===== src/rtl/wws_pkg.sv =====
// ----------------------------------------------------------------------------
// wws_pkg
// Shared types and constants of the weighted window smoother.
// ----------------------------------------------------------------------------
`timescale 1ns / 1ps
`default_nettype none

package wws_pkg;

  // stream data is padded to whole bytes
  localparam int BYTE_W = 8;

  // per-cell control: shift a new sample in, or rotate the ring by one
  typedef struct packed {
    logic shift;
    logic rot;
  } cell_ctl_t;

endpackage

`default_nettype wire


===== src/rtl/weighted_window_smoother_with_slope.sv =====
// ----------------------------------------------------------------------------
// weighted_window_smoother_with_slope
// Edge-replicating weighted window smoother over a block of samples, with
// the first difference of consecutive results.
// ----------------------------------------------------------------------------
// Sequence: a request that causes a result starts a ring pass at one tap per
//   cycle, then the newest- and oldest-edge fix-ups, the MAC drain and the
//   reciprocal divide; each flushed result of a finished block repeats this.
// Input: a request that causes no result leaves in_tready high; one that causes
//   a result holds the input until its last result is loaded, which waits on out_tready.
// Reset: synchronous, active low; clears control and valids, ring left undefined.
`timescale 1ns / 1ps
`default_nettype none

module weighted_window_smoother_with_slope
  import wws_pkg::*;
#(
  parameter int WINDOW_LEN   = 51,
  parameter int SAMPLE_WIDTH = 16
) (
  input  logic clk,
  input  logic rst_n,

  input  logic in_tvalid,
  output logic in_tready,
  // [SAMPLE_WIDTH-1:0] sample, rest zero
  input  logic [((SAMPLE_WIDTH+BYTE_W-1)/BYTE_W)*BYTE_W-1:0] in_tdata,
  input  logic in_tlast,  // block_end

  output logic out_tvalid,
  input  logic out_tready,
  // [SAMPLE_WIDTH-1:0] smoothed, [2*SAMPLE_WIDTH:SAMPLE_WIDTH] slope, rest zero
  output logic [((2*SAMPLE_WIDTH+1+BYTE_W-1)/BYTE_W)*BYTE_W-1:0] out_tdata,
  output logic out_tlast  // final_output
);

  // --------------------------------------------------------------------------
  // Derived sizes
  // --------------------------------------------------------------------------
  localparam int H      = (WINDOW_LEN - 1) / 2;          // half window
  localparam int TAPS   = 2 * H + 1;                     // taps in use
  localparam int SW     = SAMPLE_WIDTH;
  localparam int WSUM   = TAPS + H * (H + 1) * (2 * H + 1) / 3;  // sum of 1+k+k^2
  localparam int WW     = $clog2(WSUM + 1);              // weight bits
  localparam int AW     = SW + WW;                       // accumulator bits
  localparam int JW     = $clog2(TAPS);                  // tap counter
  localparam int KW     = JW + 2;                        // signed tap offsets
  localparam int FW     = $clog2(TAPS + 1);              // fill count
  localparam int DW     = $clog2(H + 1);                 // output distance
  localparam int OUT_DW = ((2 * SW + 1 + BYTE_W - 1) / BYTE_W) * BYTE_W;

  localparam logic signed [KW-1:0]  H_S   = KW'(H);
  localparam logic signed [KW-1:0]  NEG_H = -H_S;
  localparam logic signed [KW-1:0]  ONE_K = KW'(1);
  localparam logic signed [2*KW:0]  ONE_T = (2 * KW + 1)'(1);
  localparam logic [AW-1:0]         HALF_SUM = AW'(WSUM / 2);

  // sequencer states
  localparam logic [3:0] ST_IDLE   = 4'd0;  // taking requests
  localparam logic [3:0] ST_RUN    = 4'd1;  // one tap per cycle round the ring
  localparam logic [3:0] ST_FIX0   = 4'd2;  // newest-edge weight
  localparam logic [3:0] ST_FIX1   = 4'd3;  // oldest-edge weight
  localparam logic [3:0] ST_DRAIN0 = 4'd4;
  localparam logic [3:0] ST_DRAIN1 = 4'd5;
  localparam logic [3:0] ST_DSTART = 4'd6;  // launch divider
  localparam logic [3:0] ST_DIV    = 4'd7;
  localparam logic [3:0] ST_OUT    = 4'd8;  // hand result to output register

  // weight of tap offset m: 1 + m + m^2
  function automatic logic [WW-1:0] wfun(input logic signed [KW-1:0] m);
    logic signed [2*KW:0] me;
    logic signed [2*KW:0] t;
    me = (2 * KW + 1)'(m);
    t  = me * me + me + ONE_T;
    return WW'(t);
  endfunction

  // --------------------------------------------------------------------------
  // Registers
  // --------------------------------------------------------------------------
  logic [3:0]           state_r, state_nxt;
  logic [FW-1:0]        fill_r, fill_nxt;
  logic [DW-1:0]        d_r, d_nxt;         // distance of output behind newest
  logic                 end_r, end_nxt;     // flushing a finished block
  logic [JW-1:0]        j_r, j_nxt;         // ring position

  logic signed [SW-1:0] x0_r, x0_nxt;       // newest sample, captured in pass
  logic signed [SW-1:0] xo_r, xo_nxt;       // oldest valid sample
  logic [WW-1:0]        whi_r, whi_nxt;     // weight folded onto newest
  logic [WW-1:0]        wlo_r, wlo_nxt;     // weight folded onto oldest

  logic signed [SW-1:0] xa_r, xa_nxt;       // MAC operand stage
  logic [WW-1:0]        wa_r, wa_nxt;
  logic                 va_r, va_nxt;
  logic signed [AW-1:0] prod_r, prod_nxt;   // product stage
  logic                 vb_r, vb_nxt;
  logic signed [AW-1:0] acc_r, acc_nxt;
  logic                 neg_r, neg_nxt;

  logic signed [SW-1:0] prev_r, prev_nxt;
  logic                 started_r, started_nxt;

  logic                 out_valid_r, out_valid_nxt;
  logic [SW-1:0]        out_sm_r, out_sm_nxt;
  logic [SW:0]          out_sl_r, out_sl_nxt;
  logic                 out_last_r, out_last_nxt;

  // --------------------------------------------------------------------------
  // Delay ring: shifts on a request, rotates towards the head during a pass
  // --------------------------------------------------------------------------
  cell_ctl_t            cell_ctl;
  logic signed [SW-1:0] cell_q [TAPS];
  logic signed [SW-1:0] in_sample;
  logic signed [SW-1:0] head;
  logic                 in_acc;

  assign in_tready     = (state_r == ST_IDLE);
  assign in_acc        = in_tvalid && in_tready;
  assign in_sample     = $signed(in_tdata[SW-1:0]);
  assign cell_ctl.shift = in_acc;
  assign cell_ctl.rot   = (state_r == ST_RUN);
  assign head          = cell_q[0];

  for (genvar i = 0; i < TAPS; i++) begin : g_cell
    localparam int NXT = (i + 1) % TAPS;
    logic signed [SW-1:0] prev_in;
    if (i == 0) begin : g_head
      assign prev_in = in_sample;
    end else begin : g_body
      assign prev_in = cell_q[i-1];
    end
    wws_cell #(
      .SW (SW)
    ) u_cell (
      .clk    (clk),
      .ctl    (cell_ctl),
      .prev_i (prev_in),
      .next_i (cell_q[NXT]),
      .q_o    (cell_q[i])
    );
  end

  // --------------------------------------------------------------------------
  // Tap weights at ring position j. Slot j carries tap k = d - j for
  // j <= oldest; taps beyond the newest edge fold onto slot 0 and taps past
  // the oldest sample fold onto the oldest slot (edge replication).
  // --------------------------------------------------------------------------
  logic [FW-1:0]        oldest;
  logic [FW-1:0]        fill_inc;
  logic signed [KW-1:0] d_s, j_s, o_s;
  logic signed [KW-1:0] k0, m_hi, m_lo;
  logic                 a_in, hi_in, lo_in;

  assign oldest = fill_r - FW'(1);
  assign d_s    = $signed(KW'(d_r));
  assign j_s    = $signed(KW'(j_r));
  assign o_s    = $signed(KW'(oldest));
  assign k0     = d_s - j_s;
  assign m_hi   = d_s + ONE_K + j_s;
  assign m_lo   = d_s - o_s - ONE_K - j_s;
  assign a_in   = (FW'(j_r) <= oldest) && (k0 >= NEG_H);
  assign hi_in  = (m_hi <= H_S);
  assign lo_in  = (m_lo >= NEG_H);
  assign fill_inc = (fill_r == FW'(TAPS)) ? fill_r : fill_r + FW'(1);

  // --------------------------------------------------------------------------
  // Rounding divider: |acc| + WSUM/2 over WSUM, sign restored afterwards
  // --------------------------------------------------------------------------
  logic [AW-1:0]  acc_abs, div_in;
  logic           div_start, div_busy;
  logic [SW-1:0]  quot;
  logic [SW-1:0]  sm_v;
  logic [SW:0]    sl_v;
  logic           last_v;

  assign acc_abs   = acc_r[AW-1] ? AW'(-acc_r) : AW'(acc_r);
  assign div_in    = acc_abs + HALF_SUM;
  assign div_start = (state_r == ST_DSTART);

  wws_div #(
    .QW      (SW),
    .RW      (WW),
    .DIVISOR (WSUM)
  ) u_div (
    .clk        (clk),
    .rst_n      (rst_n),
    .start_i    (div_start),
    .dividend_i (div_in),
    .busy_o     (div_busy),
    .quot_o     (quot)
  );

  assign sm_v   = neg_r ? SW'(-quot) : quot;
  assign sl_v   = started_r ? ($signed({sm_v[SW-1], sm_v}) - $signed({prev_r[SW-1], prev_r}))
                            : '0;
  assign last_v = end_r && (d_r == '0);

  // --------------------------------------------------------------------------
  // Sequencer and datapath
  // --------------------------------------------------------------------------
  logic run_go;  // start a new pass

  always_comb begin
    state_nxt     = state_r;
    fill_nxt      = fill_r;
    d_nxt         = d_r;
    end_nxt       = end_r;
    j_nxt         = j_r;
    x0_nxt        = x0_r;
    xo_nxt        = xo_r;
    whi_nxt       = whi_r;
    wlo_nxt       = wlo_r;
    xa_nxt        = xa_r;
    wa_nxt        = wa_r;
    va_nxt        = 1'b0;
    prod_nxt      = prod_r;
    vb_nxt        = va_r;
    acc_nxt       = acc_r;
    neg_nxt       = neg_r;
    prev_nxt      = prev_r;
    started_nxt   = started_r;
    out_valid_nxt = out_valid_r;
    out_sm_nxt    = out_sm_r;
    out_sl_nxt    = out_sl_r;
    out_last_nxt  = out_last_r;
    run_go        = 1'b0;

    if (out_valid_r && out_tready) begin
      out_valid_nxt = 1'b0;
    end

    // product and accumulate stages
    if (va_r) begin
      prod_nxt = AW'(xa_r) * AW'($signed({1'b0, wa_r}));
    end
    if (vb_r) begin
      acc_nxt = acc_r + prod_r;
    end

    unique case (state_r)
      ST_IDLE: begin
        if (in_acc) begin
          fill_nxt = fill_inc;
          if (in_tlast) begin
            end_nxt = 1'b1;
            d_nxt   = ((fill_inc - FW'(1)) < FW'(H)) ? DW'(fill_inc - FW'(1)) : DW'(H);
            run_go  = 1'b1;
          end else if (fill_inc >= FW'(H + 1)) begin
            end_nxt = 1'b0;
            d_nxt   = DW'(H);
            run_go  = 1'b1;
          end
        end
      end
      ST_RUN: begin
        xa_nxt = a_in ? head : '0;
        wa_nxt = a_in ? wfun(k0) : '0;
        va_nxt = 1'b1;
        if (j_r == '0) begin
          x0_nxt = head;
        end
        if (FW'(j_r) == oldest) begin
          xo_nxt = head;
        end
        if (hi_in) begin
          whi_nxt = whi_r + wfun(m_hi);
        end
        if (lo_in) begin
          wlo_nxt = wlo_r + wfun(m_lo);
        end
        if (j_r == JW'(TAPS - 1)) begin
          state_nxt = ST_FIX0;
        end else begin
          j_nxt = j_r + JW'(1);
        end
      end
      ST_FIX0: begin
        xa_nxt    = x0_r;
        wa_nxt    = whi_r;
        va_nxt    = 1'b1;
        state_nxt = ST_FIX1;
      end
      ST_FIX1: begin
        xa_nxt    = xo_r;
        wa_nxt    = wlo_r;
        va_nxt    = 1'b1;
        state_nxt = ST_DRAIN0;
      end
      ST_DRAIN0: begin
        state_nxt = ST_DRAIN1;
      end
      ST_DRAIN1: begin
        state_nxt = ST_DSTART;
      end
      ST_DSTART: begin
        neg_nxt   = acc_r[AW-1];
        state_nxt = ST_DIV;
      end
      ST_DIV: begin
        if (!div_busy) begin
          state_nxt = ST_OUT;
        end
      end
      ST_OUT: begin
        if (!out_valid_r || out_tready) begin
          out_valid_nxt = 1'b1;
          out_sm_nxt    = sm_v;
          out_sl_nxt    = sl_v;
          out_last_nxt  = last_v;
          prev_nxt      = $signed(sm_v);
          started_nxt   = 1'b1;
          if (end_r && (d_r != '0)) begin
            d_nxt  = d_r - DW'(1);
            run_go = 1'b1;
          end else begin
            state_nxt = ST_IDLE;
            if (end_r) begin
              // block closed: next request opens a new one
              fill_nxt    = '0;
              prev_nxt    = '0;
              started_nxt = 1'b0;
              end_nxt     = 1'b0;
            end
          end
        end
      end
      default: begin
        state_nxt = ST_IDLE;
      end
    endcase

    if (run_go) begin
      state_nxt = ST_RUN;
      j_nxt     = '0;
      acc_nxt   = '0;
      whi_nxt   = '0;
      wlo_nxt   = '0;
    end
  end

  always_ff @(posedge clk) begin
    if (!rst_n) begin
      state_r     <= ST_IDLE;
      fill_r      <= '0;
      d_r         <= '0;
      end_r       <= 1'b0;
      j_r         <= '0;
      va_r        <= 1'b0;
      vb_r        <= 1'b0;
      prev_r      <= '0;
      started_r   <= 1'b0;
      out_valid_r <= 1'b0;
    end else begin
      state_r     <= state_nxt;
      fill_r      <= fill_nxt;
      d_r         <= d_nxt;
      end_r       <= end_nxt;
      j_r         <= j_nxt;
      va_r        <= va_nxt;
      vb_r        <= vb_nxt;
      prev_r      <= prev_nxt;
      started_r   <= started_nxt;
      out_valid_r <= out_valid_nxt;
    end
  end

  always_ff @(posedge clk) begin
    x0_r       <= x0_nxt;
    xo_r       <= xo_nxt;
    whi_r      <= whi_nxt;
    wlo_r      <= wlo_nxt;
    xa_r       <= xa_nxt;
    wa_r       <= wa_nxt;
    prod_r     <= prod_nxt;
    acc_r      <= acc_nxt;
    neg_r      <= neg_nxt;
    out_sm_r   <= out_sm_nxt;
    out_sl_r   <= out_sl_nxt;
    out_last_r <= out_last_nxt;
  end

  // --------------------------------------------------------------------------
  // Output register drives the result channel directly
  // --------------------------------------------------------------------------
  assign out_tvalid = out_valid_r;
  assign out_tdata  = {{(OUT_DW - 2 * SW - 1){1'b0}}, out_sl_r, out_sm_r};
  assign out_tlast  = out_last_r;

endmodule

`default_nettype wire


===== src/rtl/wws_cell.sv =====
// ----------------------------------------------------------------------------
// wws_cell
// One sample slot of the delay ring; loads from either neighbour.
// ----------------------------------------------------------------------------
`timescale 1ns / 1ps
`default_nettype none

module wws_cell
  import wws_pkg::*;
#(
  parameter int SW = 16
) (
  input  logic                 clk,
  input  cell_ctl_t            ctl,
  input  logic signed [SW-1:0] prev_i,  // newer neighbour (shift direction)
  input  logic signed [SW-1:0] next_i,  // older neighbour (rotate direction)
  output logic signed [SW-1:0] q_o
);

  logic signed [SW-1:0] q_r;
  logic signed [SW-1:0] q_nxt;

  always_comb begin
    q_nxt = q_r;
    if (ctl.shift) begin
      q_nxt = prev_i;
    end else if (ctl.rot) begin
      q_nxt = next_i;
    end
  end

  // contents undefined until written
  always_ff @(posedge clk) begin
    q_r <= q_nxt;
  end

  assign q_o = q_r;

endmodule

`default_nettype wire


===== src/rtl/wws_div.sv =====
// ----------------------------------------------------------------------------
// wws_div
// Division by a fixed divisor through reciprocal multiplication.
// ----------------------------------------------------------------------------
`timescale 1ns / 1ps
`default_nettype none

module wws_div #(
  parameter int QW      = 16,    // quotient bits; dividend < DIVISOR << QW
  parameter int RW      = 14,    // bits of the divisor
  parameter int DIVISOR = 11101
) (
  input  logic             clk,
  input  logic             rst_n,
  input  logic             start_i,
  input  logic [QW+RW-1:0] dividend_i,
  output logic             busy_o,
  output logic [QW-1:0]    quot_o
);

  // ceil(2^SH / DIVISOR) is exact for every dividend below 2^NW, since the
  // rounding error of the reciprocal stays under DIVISOR < 2^RW
  localparam int NW = QW + RW;     // dividend bits
  localparam int SH = NW + RW;     // reciprocal scale
  localparam int MW = NW + 1;      // reciprocal bits
  localparam int PW = NW + MW;     // product bits
  localparam logic [SH:0]   SCALE   = (SH + 1)'(1) << SH;
  localparam logic [SH:0]   DIV_W   = (SH + 1)'(DIVISOR);
  localparam logic [SH:0]   RECIP_W = (SCALE + DIV_W - (SH + 1)'(1)) / DIV_W;
  localparam logic [MW-1:0] RECIP   = RECIP_W[MW-1:0];

  logic [NW-1:0] num_r, num_nxt;
  logic [QW-1:0] quot_r, quot_nxt;
  logic          busy_r, busy_nxt;
  logic [PW-1:0] prod_full;

  assign prod_full = PW'(num_r) * PW'(RECIP);

  always_comb begin
    num_nxt  = num_r;
    quot_nxt = quot_r;
    busy_nxt = start_i;
    if (start_i) begin
      num_nxt = dividend_i;
    end
    if (busy_r) begin
      quot_nxt = prod_full[SH+QW-1:SH];
    end
  end

  always_ff @(posedge clk) begin
    if (!rst_n) begin
      busy_r <= 1'b0;
    end else begin
      busy_r <= busy_nxt;
    end
  end

  always_ff @(posedge clk) begin
    num_r  <= num_nxt;
    quot_r <= quot_nxt;
  end

  assign busy_o = busy_r;
  assign quot_o = quot_r;

endmodule

`default_nettype wire


===== config.mk =====
export PLATFORM = sky130hd
export DESIGN_NAME = weighted_window_smoother_with_slope
export DESIGN_NICKNAME = d
export VERILOG_FILES = /design/src/rtl/wws_pkg.sv /design/src/rtl/weighted_window_smoother_with_slope.sv /design/src/rtl/wws_cell.sv /design/src/rtl/wws_div.sv
export SDC_FILE = /design/constraint.sdc
export NUM_CORES = 2
export LEC_CHECK = 0
export BUFFER_PORTS_ARGS = -buffer_cell sky130_fd_sc_hd__buf_2
export CAP_MARGIN = 40
export CORE_MARGIN = 1
export CORE_UTILIZATION = 55
export CTS_BUF_LIST = sky130_fd_sc_hd__clkbuf_8
export DETAILED_ROUTE_END_ITERATION = 16
export GPL_ROUTABILITY_DRIVEN = 0
export PLACE_DENSITY_LB_ADDON = 0.08
export SLEW_MARGIN = 25
export SYNTH_ARGS = -nofsm -noshare
export SYNTH_HDL_FRONTEND = slang
export SYNTH_SLANG_ARGS = --single-unit

===== constraint.sdc =====
create_clock -name clk -period 53.5 [get_ports clk]
set_input_delay 8.025 -clock clk [delete_from_list [all_inputs] [get_ports clk]]
set_output_delay 8.025 -clock clk [all_outputs]
set_load 0.1 [all_outputs]

==> results.sh <==
export IMPL_r2r_setup_slack_ps=44710
export IMPL_timing_critical_path_to_type="flop"
export IMPL_min_from="end_r$_SDFFE_PN0P_"
export IMPL_worst_endpoint_required_ps=53990
export IMPL_global_route_overflow_total=0
export IMPL_place_port_buffers=56
export IMPL_wire_length_of_the_first_global_routing_pass_um=270000
export IMPL_critical_path_cell_by_cell="buf_2, nand2_4, nand2_4, buf_4, buf_4, buf_4, buf_12, buf_4"
export IMPL_final_period_utilization_pct=21.1
export IMPL_worst_setup_startpoint="in_tvalid"
export IMPL_fmax_mhz=88.8
export IMPL_crit_arrival_ps=11760
export IMPL_grt_total_usage_pct=23.4
export IMPL_synthesis_yosys_warnings=0
export IMPL_die_width_um=378
export IMPL_worstHoldPathType="reg -> reg"
export IMPL_setup_buffers_after_cts=0
export IMPL_placeableCoreArea_sq_mm=0.140
export IMPL_synth_top_cell_area_share_pct=38.2
export IMPL_final_max_slew_viol_count=0
export IMPL_final_period_minus_worst_setup_slack_ps=11260
export IMPL_finalSetupViolCount=0
export IMPL_design_die_area_sq_mm=0.143
export IMPL_maxCapViolCount=0
export IMPL_postSynth_asyncResetShare_pct=0
export IMPL_startpoint_type="input pin"
export IMPL_drt_vias_per_instance=5.23
export IMPL_vias_in_the_first_global_route=52800
export IMPL_cts_tree="yes"
export IMPL_top_level_ports=64
export IMPL_yosys_top_cells_area="sky130_fd_sc_hd__edfxtp_1 38%, sky130_fd_sc_hd__fa_1 17%, sky130_fd_sc_hd__nand2_1 13%, sky130_fd_sc_hd__ha_1 9.9%, sky130_fd_sc_hd__inv_1 4.8%"
export IMPL_worstPathMaxFanout=58
export IMPL_start_util_pct=55.6
export IMPL_depth_of_the_cts_h_tree=4
export IMPL_relSlewSlack_pct=37.8
export IMPL_critical_path_slowest_cell="sky130_fd_sc_hd__buf_4"
export IMPL_cell_count_after_synthesis=7831
export IMPL_maximum_clock_skew_at_final_layout_ps=39.0
export IMPL_dp_hpwl_um=117000
export IMPL_hold_viol_final=0
export IMPL_worst_slew_pin_slew_ps=933
export IMPL_critical_path_max_stage_delay_ps=690
export IMPL_mean_area_per_synthesized_cell_sq_um=9.92
export IMPL_core_rowCount=137
export IMPL_drt_first_iter_violations=3281
export IMPL_tritoncts_num_buffers=183
export IMPL_firstDrtPassIters=5
export IMPL_drive_gt1_share_pct=5.02
export IMPL_synth_enable_flop_cells=989
export IMPL_number_of_antenna_violations_at_the_first_check_in_global_routing=5
export IMPL_timing_rr_start="fill_r[0]$_SDFFE_PN0P_"
export IMPL_multi_input_comb_area_sq_mm=0.0412
export IMPL_holdPathStages=2
export IMPL_whs_endpoint="end_r$_SDFFE_PN0P_"
export IMPL_cts_sinks=1090
export IMPL_synthTopCellsByCount="2714 x sky130_fd_sc_hd__nand2_1, 993 x sky130_fd_sc_hd__inv_1, 989 x sky130_fd_sc_hd__edfxtp_1"
export IMPL_worst_skew_pair_late_latency_ps=880
export IMPL_timing_critical_path_mode_cell="sky130_fd_sc_hd__buf_4"
export IMPL_route_vias_total=51700
export IMPL_post_route_drc_count=0
export IMPL_post_drt_antenna_nets=0
export IMPL_worst_setup_hold_path_clk_slew_ps=50
export IMPL_setup_repair_after_global_routing_missed_its_margin="false"
export IMPL_synth_top_area_cell="sky130_fd_sc_hd__edfxtp_1"
export IMPL_worst_setup_path_type="in -> reg"
export IMPL_crit_reg2reg_capture="wlo_r[13]$_SDFFE_PP0P_"
export IMPL_layout_area_overhead_vs_synth_pct=7.61
export IMPL_synthesized_flop_and_latch_total=1090
export IMPL_nNetsFinal=9177
export IMPL_worstRegToRegCells=31
export IMPL_dominantRegCellSynth="sky130_fd_sc_hd__edfxtp_1"
export IMPL_clock_root_buffer="sky130_fd_sc_hd__clkbuf_8"
export IMPL_holdBufCountCts=0
export IMPL_setup_total_negative_slack_ps=0
export IMPL_result_of_the_run="finished clean"
export IMPL_die_height_um=378
export IMPL_average_routed_wire_per_standard_cell_um=16.3
export IMPL_cts_path_max_buffers=3
export IMPL_fillCellCount=12200
export IMPL_yosys_cell_count_top_type="sky130_fd_sc_hd__nand2_1"
export IMPL_yosys_cell_types=81
export IMPL_postCtsResizedCells=0
export IMPL_synth_yosys_seq_area_share_pct=40.8
export IMPL_total_area_of_sequential_cells_sq_mm=0.0317
export IMPL_detail_route_wirelength_um=161000
export IMPL_synth_cell_area_sq_mm=0.0777
export IMPL_grt_start_max_net_pins=204
placed cells by master (no fill, tap or decap), types with 19 or more instances in the layout:
cell type	n
sky130_fd_sc_hd__edfxtp_1	989
sky130_fd_sc_hd__o21a_1	19
sky130_fd_sc_hd__nor2b_1	51
sky130_fd_sc_hd__nand3_1	42
sky130_fd_sc_hd__ha_1	612
sky130_fd_sc_hd__mux2i_1	78
sky130_fd_sc_hd__nand2_1	2712
sky130_fd_sc_hd__nor3_1	36
sky130_fd_sc_hd__o21bai_1	25
sky130_fd_sc_hd__xnor2_1	179
sky130_fd_sc_hd__fa_1	679
sky130_fd_sc_hd__inv_1	1044
sky130_fd_sc_hd__clkbuf_8	190
sky130_fd_sc_hd__a22oi_1	21
sky130_fd_sc_hd__xor2_1	68
sky130_fd_sc_hd__buf_4	49
sky130_fd_sc_hd__clkinv_2	22
sky130_fd_sc_hd__dfxtp_1	100
sky130_fd_sc_hd__a21o_1	52
sky130_fd_sc_hd__o21ai_0	101
sky130_fd_sc_hd__a21oi_1	121
sky130_fd_sc_hd__or3_1	20
sky130_fd_sc_hd__o31ai_1	21
sky130_fd_sc_hd__nand2b_1	25
sky130_fd_sc_hd__buf_2	58
sky130_fd_sc_hd__nor2_1	196
sky130_fd_sc_hd__and2_1	159
sky130_fd_sc_hd__clkinv_1	45
worst max-delay path: cells and delay by family:
family                 cells  cell delay, ps
and+or+nand+nor            2             840
buffers and inverters      6            2720
state kept, by name, summed over array words and instances (netlist names), 14 cells and up:
signal and count:
out_sm_r 16, whi_r 14, u_div.num_r 30, wlo_r 14, g_cell.u_cell.q_o 816, prod_r 30
prev_r 16, acc_r 30, xo_r 16, u_div.quot_o 16, wa_r 14, xa_r 16
out_sl_r 17, x0_r 16
how the worst max path moves through the flow:
stage / endpoint
after floorplan: g_cell[0].u_cell.q_o[0]$_DFFE_PP_
after global placement: g_cell[27].u_cell.q_o[7]$_DFFE_PP_
after detailed placement: g_cell[26].u_cell.q_o[7]$_DFFE_PP_
after CTS: g_cell[18].u_cell.q_o[2]$_DFFE_PP_
after global routing: g_cell[27].u_cell.q_o[7]$_DFFE_PP_
final: g_cell[28].u_cell.q_o[3]$_DFFE_PP_
layer usage:
layer | global-route usage, % | vias to the layer above | part of all wire (%)
li1 | - | 25100 | -
met1 | 33.2 | 25400 | 47
met2 | 37.8 | 929 | 47
met3 | 3.56 | 208 | 4.5
met4 | 5.68 | 0 | 1.8
met5 | 0 | - | 0
final cells by class:
cell class,count,share of cell area (%)
Multi-Input combinational cell,5464,49.3
Sequential cell,1090,37.9
Inverter,996,4.47
Clock buffer,190,3.13
Tap cell,1876,2.81
Timing Repair Buffer,130,1.37
Clock inverter,136,1.02
Antenna cell,6,0.0180
cell families (layout without fill, tap and decap cells):
group	after synthesis	in the layout	share of synthesized area (%)
AOI/OAI and AO/OA	491	491	4.15
xor gates and xnor gates	247	247	2.78
adders and majority gates	1297	1297	27.4
buffers and inverters	1283	1452	6.26
DFF	1090	1090	40.8
muxes	81	81	1.05
other	1	13	0.00483
and+or+nand+nor	3341	3341	17.5
stage by stage:
step / util [%] / cells / worst slack (ps) / hold slack (ps) / instance area (sq um)
finish: 59.8 / 9888 / 42240 / 487 / 83600
global route: 59.8 / 9886 / 42010 / 529 / 83600
CTS: 59.7 / 9874 / 41890 / 488 / 83500
detailed placement: 57.2 / 9548 / 40900 / 481 / 80000
global placement: 56.9 / 9530 / 40840 / 471 / 79600
floorplan: - / 7837 / 25810 / 406 / 77700
Power is left out: the tool's default activity adds up to more than one toggle a clock period on the data nets, which glitch-free logic cannot reach.
